File: config.mk
export PLATFORM = sky130hd
export DESIGN_NAME = gesture_dimmer_controller_top
export DESIGN_NICKNAME = d
export VERILOG_FILES = /design/src/gdc_pkg.sv /design/src/gesture_dimmer_controller_top.sv
export VERILOG_INCLUDE_DIRS = /design/src /design/src/src
export SDC_FILE = /design/constraint.sdc
export NUM_CORES = 1
export LEC_CHECK = 0
export ABC_AREA = 0
export BUFFER_PORTS_ARGS = -buffer_cell sky130_fd_sc_hd__buf_2
export CORE_ASPECT_RATIO = 1.25
export CORE_MARGIN = 8
export CORE_UTILIZATION = 50
export DETAILED_ROUTE_END_ITERATION = 10
export GPL_TIMING_DRIVEN = 1
export PLACE_DENSITY = 0.7
export SYNTH_ARGS = -nofsm -noshare
export SYNTH_HDL_FRONTEND = slang
export SYNTH_SLANG_ARGS = --single-unit
File: constraint.sdc
create_clock -name clock -period 14.7 [get_ports clock]
set_input_delay 0.735 -clock clock [delete_from_list [all_inputs] [get_ports clock]]
set_output_delay 0.735 -clock clock [all_outputs]
set_load 0.03 [all_outputs]
File: src/assert_macros.svh
// Assertion macros used by gesture_dimmer_controller_top.
// No dependencies; include by bare file name.
`ifndef ASSERT_MACROS_SVH
`define ASSERT_MACROS_SVH
`ifndef ASSERT_OFF
// Property check on a clock, disabled while reset is high
`define ASSERT_PROP(label, clk, rst, prop) \
   label: assert property (@(posedge clk) disable iff (rst) (prop)) \
      else $error("assertion failed");
// Condition that must never hold on a clock edge
`define ASSERT_NEVER(label, clk, rst, expr) \
   label: assert property (@(posedge clk) disable iff (rst) !(expr)) \
      else $error("forbidden condition seen");
`else
`define ASSERT_PROP(label, clk, rst, prop)
`define ASSERT_NEVER(label, clk, rst, expr)
`endif
`endif

File: src/gdc_pkg.sv
// Types and constants for the gesture dimmer controller.
// No dependencies; used by gesture_dimmer_controller_top.
package gdc_pkg;

   localparam int SAMPLE_W = 12;
   localparam int SUM_W    = 16;
   localparam int SHIFT    = 6;
   localparam int LEVEL_W  = SUM_W - SHIFT;
   localparam int DUTY_W   = 16;
   localparam int DELAY_W  = 11;
   localparam int ADDR_W   = 5;
   localparam int DATA_W   = 32;

   // register indexes (byte address / 4)
   localparam logic [2:0] REG_SENSE_TH  = 3'd0;
   localparam logic [2:0] REG_TRACK_TH  = 3'd1;
   localparam logic [2:0] REG_DEBOUNCE  = 3'd2;
   localparam logic [2:0] REG_START_HLD = 3'd3;
   localparam logic [2:0] REG_END_HLD   = 3'd4;
   localparam logic [2:0] REG_MIN_CHG   = 3'd5;

   // register reset values
   localparam logic [8:0]  RST_SENSE_TH  = 9'd150;
   localparam logic [8:0]  RST_TRACK_TH  = 9'd230;
   localparam logic [7:0]  RST_DEBOUNCE  = 8'd30;
   localparam logic [7:0]  RST_START_HLD = 8'd180;
   localparam logic [7:0]  RST_END_HLD   = 8'd210;
   localparam logic [15:0] RST_MIN_CHG   = 16'd15;

   localparam logic [DUTY_W-1:0] DUTY_FULL     = 16'hFFFF;
   localparam logic [DUTY_W-1:0] REMEMBER_INIT = 16'd4095;
   localparam logic [DUTY_W-1:0] HAND_FLOOR    = 16'd8;
   localparam logic [LEVEL_W-1:0] TRACK_SPAN   = 10'd255;

   typedef struct packed {
      logic [SAMPLE_W-1:0] sample_0;
      logic [SAMPLE_W-1:0] sample_1;
      logic [SAMPLE_W-1:0] sample_2;
      logic [SAMPLE_W-1:0] sample_3;
      logic [SAMPLE_W-1:0] sample_4;
   } gdc_req_type;

   typedef struct packed {
      logic [DUTY_W-1:0]  pulse_width;
      logic               duty_changed;
      logic [DELAY_W-1:0] step_delay;
      logic               lamp_on;
      logic               tracking_mode;
   } gdc_rsp_type;

endpackage

File: src/gesture_dimmer_controller_top.sv
// Gesture dimmer controller: two-stage datapath with APB-style registers.
// Depends on gdc_pkg and assert_macros.svh.
//
// Usage:
//   One request per sensor tick on req_* carries five 12-bit samples. Each
//   request yields exactly one response on rsp_* with the PWM compare
//   value, a changed flag, the spin delay, the lamp and tracking flags.
//   Stage one registers the sensed level (sample sum >> 6); stage two runs
//   the gesture and ramp logic against the state registers and loads the
//   response register. rsp_valid rises when stage two loads the response
//   register, which can wait while a stalled response is held.
//   Throughput is one request per cycle while rsp_stall is low, bounded
//   only by the state update loop in stage two.
//   When rsp_stall is high, the response register holds and stage one can
//   still take one more request; req_stall rises only when both are full.
//   Registers sit at byte addresses 4*i on psel/penable/pwrite/paddr/pwdata;
//   writes land on the access cycle, pready is always high, reads return
//   the register value. Write registers only while the block is idle.
//   Synchronous active-high reset empties both stages, loads the register
//   defaults and clears the dimmer state (remembered level 4095).
//
module gesture_dimmer_controller_top
   import gdc_pkg::*;
(
   input  logic              clock,
   input  logic              reset,
   input  logic              req_valid,
   output logic              req_stall,
   input  gdc_req_type       req_data,
   output logic              rsp_valid,
   input  logic              rsp_stall,
   output gdc_rsp_type       rsp_data,
   input  logic              psel,
   input  logic              penable,
   input  logic              pwrite,
   input  logic [ADDR_W-1:0] paddr,
   input  logic [DATA_W-1:0] pwdata,
   output logic [DATA_W-1:0] prdata,
   output logic              pready
);

`include "assert_macros.svh"

   // ---------------- configuration registers ----------------
   logic [8:0]  sense_th_ff, track_th_ff;
   logic [7:0]  debounce_len_ff, start_hold_ff, end_hold_ff;
   logic [15:0] min_change_ff;
   logic        csr_wr;
   logic [2:0]  csr_idx;

   assign pready  = 1'b1;
   assign csr_wr  = psel & penable & pwrite;
   assign csr_idx = paddr[4:2];

   always_ff @(posedge clock) begin
      if (reset) begin
         sense_th_ff     <= RST_SENSE_TH;
         track_th_ff     <= RST_TRACK_TH;
         debounce_len_ff <= RST_DEBOUNCE;
         start_hold_ff   <= RST_START_HLD;
         end_hold_ff     <= RST_END_HLD;
         min_change_ff   <= RST_MIN_CHG;
      end else if (csr_wr) begin
         case (csr_idx)
            REG_SENSE_TH:  sense_th_ff     <= pwdata[8:0];
            REG_TRACK_TH:  track_th_ff     <= pwdata[8:0];
            REG_DEBOUNCE:  debounce_len_ff <= pwdata[7:0];
            REG_START_HLD: start_hold_ff   <= pwdata[7:0];
            REG_END_HLD:   end_hold_ff     <= pwdata[7:0];
            REG_MIN_CHG:   min_change_ff   <= pwdata[15:0];
            default: ;
         endcase
      end
   end

   // read mux
   always_comb begin
      case (csr_idx)
         REG_SENSE_TH:  prdata = {23'd0, sense_th_ff};
         REG_TRACK_TH:  prdata = {23'd0, track_th_ff};
         REG_DEBOUNCE:  prdata = {24'd0, debounce_len_ff};
         REG_START_HLD: prdata = {24'd0, start_hold_ff};
         REG_END_HLD:   prdata = {24'd0, end_hold_ff};
         REG_MIN_CHG:   prdata = {16'd0, min_change_ff};
         default:       prdata = '0;
      endcase
   end

   // ---------------- pipeline handshake ----------------
   logic s1_valid_ff, s1_valid_in;
   logic rsp_valid_ff, rsp_valid_in;
   logic out_ready, s1_ready, req_take, s1_adv;

   assign out_ready = !rsp_valid_ff || !rsp_stall;
   assign s1_adv    = s1_valid_ff && out_ready;
   assign s1_ready  = !s1_valid_ff || out_ready;
   assign req_stall = !s1_ready;
   assign req_take  = req_valid && s1_ready;

   assign s1_valid_in  = req_take ? 1'b1 : (s1_adv ? 1'b0 : s1_valid_ff);
   assign rsp_valid_in = s1_adv ? 1'b1 : (out_ready ? 1'b0 : rsp_valid_ff);

   always_ff @(posedge clock) begin
      if (reset) begin
         s1_valid_ff  <= 1'b0;
         rsp_valid_ff <= 1'b0;
      end else begin
         s1_valid_ff  <= s1_valid_in;
         rsp_valid_ff <= rsp_valid_in;
      end
   end

   assign rsp_valid = rsp_valid_ff;

   // ---------------- stage one: sensed level ----------------
   logic [SUM_W-1:0]   sample_sum;
   logic [LEVEL_W-1:0] level_ff, level_in;

   assign sample_sum = SUM_W'(req_data.sample_0) + SUM_W'(req_data.sample_1)
                     + SUM_W'(req_data.sample_2) + SUM_W'(req_data.sample_3)
                     + SUM_W'(req_data.sample_4);
   assign level_in   = sample_sum[SUM_W-1:SHIFT];

   always_ff @(posedge clock) begin
      if (req_take) begin
         level_ff <= level_in;
      end
   end

   // ---------------- stage two: gesture state and ramp ----------------
   logic [DUTY_W-1:0] duty_ff, duty_in, target_ff, target_in;
   logic [DUTY_W-1:0] remember_ff, remember_in;
   logic              lamp_ff, lamp_in, track_ff, track_in;
   logic [7:0]        hold_ff, hold_in, debounce_ff, debounce_in;

   logic               present;
   logic [LEVEL_W-1:0] track_lo, track_hi, excess;
   logic [DUTY_W-1:0]  hand, hand_floor, hand_diff, ramp_diff;
   logic [DUTY_W:0]    avg_sum;
   logic [7:0]         hold_inc;
   logic               changed;
   logic [DUTY_W-1:0]  delay_full;
   gdc_rsp_type        rsp_in;
   gdc_rsp_type        rsp_ff;

   assign present  = level_ff > LEVEL_W'(sense_th_ff);
   assign track_lo = LEVEL_W'(track_th_ff);
   assign track_hi = track_lo + TRACK_SPAN;
   assign excess   = level_ff - track_lo;
   assign hold_inc = hold_ff + 8'd1;

   // hand distance to brightness
   always_comb begin
      if (level_ff > track_hi) begin
         hand = '0;
      end else if (level_ff < track_lo) begin
         hand = DUTY_FULL;
      end else begin
         hand = DUTY_FULL - DUTY_W'(excess);
      end
   end

   assign hand_floor = (hand > HAND_FLOOR) ? hand : HAND_FLOOR;
   assign hand_diff  = (target_ff > hand) ? (target_ff - hand) : (hand - target_ff);
   assign avg_sum    = {1'b0, target_ff} + {1'b0, hand_floor};

   // gesture decision
   always_comb begin
      target_in   = target_ff;
      remember_in = remember_ff;
      lamp_in     = lamp_ff;
      track_in    = track_ff;
      hold_in     = hold_ff;
      debounce_in = debounce_ff;
      if (debounce_ff != 8'd0) begin
         debounce_in = debounce_ff - 8'd1;
      end else if (track_ff) begin
         if (present) begin
            if (hand_diff > min_change_ff || !lamp_ff) begin
               target_in = avg_sum[DUTY_W:1];
               lamp_in   = 1'b1;
            end
            hold_in = '0;
         end else begin
            target_in   = duty_ff;
            remember_in = duty_ff;
            hold_in     = hold_inc;
            if (hold_inc == end_hold_ff) begin
               track_in = 1'b0;
               hold_in  = '0;
            end
         end
      end else begin
         if (present) begin
            hold_in = hold_inc;
            if (hold_inc == start_hold_ff) begin
               track_in = 1'b1;
               hold_in  = '0;
            end
         end else begin
            // tap released: toggle the lamp
            if (hold_ff != 8'd0) begin
               lamp_in     = !lamp_ff;
               target_in   = lamp_ff ? '0 : remember_ff;
               debounce_in = debounce_len_ff;
            end
            hold_in = '0;
         end
      end
   end

   // one ramp step toward the new target
   always_comb begin
      duty_in = duty_ff;
      changed = 1'b0;
      if (duty_ff > target_in) begin
         duty_in = duty_ff - 16'd1;
         changed = 1'b1;
      end else if (duty_ff < target_in) begin
         duty_in = duty_ff + 16'd1;
         changed = 1'b1;
      end
   end

   assign ramp_diff  = (target_in > duty_in) ? (target_in - duty_in) : (duty_in - target_in);
   assign delay_full = DUTY_FULL - ramp_diff;

   always_comb begin
      rsp_in.pulse_width   = duty_in;
      rsp_in.duty_changed  = changed;
      rsp_in.step_delay    = changed ? delay_full[DUTY_W-1:5] : '0;
      rsp_in.lamp_on       = lamp_in;
      rsp_in.tracking_mode = track_in;
   end

   // state registers advance with stage two
   always_ff @(posedge clock) begin
      if (reset) begin
         duty_ff     <= '0;
         target_ff   <= '0;
         remember_ff <= REMEMBER_INIT;
         lamp_ff     <= 1'b0;
         track_ff    <= 1'b0;
         hold_ff     <= '0;
         debounce_ff <= '0;
      end else if (s1_adv) begin
         duty_ff     <= duty_in;
         target_ff   <= target_in;
         remember_ff <= remember_in;
         lamp_ff     <= lamp_in;
         track_ff    <= track_in;
         hold_ff     <= hold_in;
         debounce_ff <= debounce_in;
      end
   end

   // response register
   always_ff @(posedge clock) begin
      if (s1_adv) begin
         rsp_ff <= rsp_in;
      end
   end

   assign rsp_data = rsp_ff;

   // ---------------- assertions ----------------
   `ASSERT_PROP(a_state_hold, clock, reset, !s1_adv |=> duty_ff == $past(duty_ff))
   `ASSERT_PROP(a_delay_zero, clock, reset,
      rsp_valid && !rsp_data.duty_changed |-> rsp_data.step_delay == '0)
   `ASSERT_NEVER(a_debounce_track, clock, reset, debounce_ff != 8'd0 && track_ff)
   `ASSERT_PROP(a_stall_full, clock, reset, req_stall |-> s1_valid_ff && rsp_valid_ff)
   `ASSERT_PROP(a_track_hold, clock, reset, $rose(track_ff) |-> hold_ff == 8'd0)

endmodule

==> metrics.txt <==
Final setup viols 0; Post-synth top flop dfxtp_1; Setup Skew 0.0130 ns; Row Count 71; CTS max path bufs 2; post-CTS setup buffer count 0; Final TNS setup 0 ns; Setup CP Type flip-flop to flip-flop; vias in the first global route 13,900; Starting Density 0.508; Hold Buf Count CTS 0; crit-path max cell delay 0.79 ns; Startpoint Class flip-flop; fmax 0.0720 GHz; crit path max fanout 15; Critical Path Sink Type flip-flop; total track usage 0.240; number of clock sinks 165; Core Box Area 30,100 um2; FFs w/ async S/R, synth 0; drt wl/cell 18.6 um; grt ovf 0; Post-Synthesis Cells 1,861; Critical Path RT 14.89 ns; DPL Wire Length 34,300 um; final WL 44,000 um; unrepaired setup endpoints after global routing false; via count 14,200; most frequent cells in the layout 195 x nand2_1, 153 x a21oi_1, 152 x ha_1; io pins 169; DR iter-0 viols 1,108; worst hold stages 2; leading cell type in the layout, fill and taps excluded nand2_1; port bufs 133; CP max-delay cell o41ai_1; status finished, final reports clean; max-cap violations 0; H-tree levels 4; final hold vios 0; clock root buffer clkbuf_16; cell mode on critical path ha_1; chip width 172 um; GPL Wtd Cong 0.958; mapped cell area 15,300 um2; Final Cycle Share 0.945; share of layout cells above drive strength 1 0.139; Ys Warns 0; Reg2Reg Depth 55; Mean Syn Cell Area 8.22 um2; DR DRC count 0; first-pass GRT wire length 70,500 um; sequential area share after synthesis 0.242; CTS tree done; Hold Path Class flip-flop to flip-flop; Final Max Tran Viols 0; Synth-to-Final Area Change 10.9%; post-layout min period 13.88 ns; drt pass-1 iters 5; Worst-Margin Slew 0.959 ns; Slew headroom 0.359; CTS Buf Count 17; initial antenna violation count 0; Die Span Y 212 um; Die Footprint 36,500 um2; Final #Nets 2,250; largest net degree at the start of global routing 62; Yosys reg bits 165; Critical Path AT 14.08 ns; CTS clock-pin slew for the worst setup and hold paths 0.07 ns; DR vias/cell 5.98; diodes inserted 0; Detail Route Antenna Nets 0; Synth cell types 84; EDFF count, synth 39; Hold WS 0.462 ns; latest clock arrival within the worst-skew pair 0.45 ns
==> registers in the layout, indices dropped and copies added (netlist names), 9 cells and up <==
signal / flops
duty_ff: 16
level_ff: 9
min_change_ff: 16
remember_ff: 16
rsp_data: 30
sense_th_ff: 9
target_ff: 16
track_th_ff: 9
==> worst paths after layout <==
| kind | startpoint | endpoint | slack (ns) |
|---|---|---|---|
| max reg2reg | level_ff[1]$_DFFE_PP_ | rsp_data[11]$_SDFFCE_PN0P_ | 0.82 |
| min reg2reg | min_change_ff[12]$_SDFFE_PP0P_ | min_change_ff[12]$_SDFFE_PP0P_ | 0.46 |
| min | min_change_ff[12]$_SDFFE_PP0P_ | min_change_ff[12]$_SDFFE_PP0P_ | 0.46 |
| max | level_ff[1]$_DFFE_PP_ | rsp_data[11]$_SDFFCE_PN0P_ | 0.82 |
==> layout make-up <==
| cell class | count | area, um2 |
|---|---|---|
| Clock buffer | 19 | 454 |
| Inverter | 116 | 435 |
| Clock inverter | 13 | 136 |
| Tap cell | 401 | 502 |
| Fill cell | 2691 | 13200 |
| Timing Repair Buffer | 172 | 973 |
| Sequential cell | 165 | 3690 |
| Multi-Input combinational cell | 1482 | 10800 |
==> synth_stat cells (all sizes together) (33+ instances only) <==
cell    instances  share of area
nand2         196          0.048
a21oi         154          0.051
ha            154           0.13
nor2          128          0.031
dfxtp         126           0.16
inv           116          0.028
clkbuf         83          0.020
o21ai          67          0.022
xnor2          67          0.038
mux2i          62          0.041
nand3          55          0.018
a21o           47          0.023
nor3           45          0.015
edfxtp         39          0.077
fa             38          0.050
xor2           33          0.019
==> timing repair <==
item | in CTS | in global routing
endpoints found under the setup margin | 0 | 8
hold endpoints to repair | 0 | 0
resized for setup | 0 | 10
==> through the flow <==
step                      instances  instance area (um2)  setup slack (ns)   util
after global routing           2368                17000            0.0128  0.563
after CTS                      2368                16900             0.575  0.562
final                          2368                17000             0.816  0.563
after global placement         2336                16300             0.811  0.543
after detailed placement       2336                16300             0.631  0.543
after floorplan                1876                15300              1.84      -
==> metal layers <==
| layer | wire length (um) | track usage | vias to the layer above | share of wire |
|---|---|---|---|---|
| li1 | - | - | 6844 | - |
| met3 | 2610 | 0.0378 | 103 | 0.059 |
| met5 | 0 | 0 | - | 0 |
| met2 | 21700 | 0.421 | 513 | 0.49 |
| met1 | 18100 | 0.284 | 6695 | 0.41 |
| met4 | 1590 | 0.105 | 0 | 0.036 |
==> kinds of logic after synthesis <==
| kind of cell | Yosys count | synth area share |
|---|---|---|
| mux | 94 | 0.0656 |
| other cells | 2 | 0.000491 |
| xor+xnor | 100 | 0.0573 |
| simple gates | 584 | 0.183 |
| compound gates | 495 | 0.215 |
| buf+inv | 229 | 0.0614 |
| flops | 165 | 0.242 |
| fa+ha+maj | 192 | 0.176 |
==> worst max-delay path: cells and delay by family (launching register included) <==
family	cells	cell delay [ns]
buf+inv	5	0.97
mux	2	0.77
fa+ha+maj	5	1.91
flops	1	0.47
xor+xnor	1	0.13
compound gates	25	5.74
simple gates	17	3.63
Power is not shown: default switching activity piles up to over one toggle a cycle in this logic, so the estimate is an artifact.
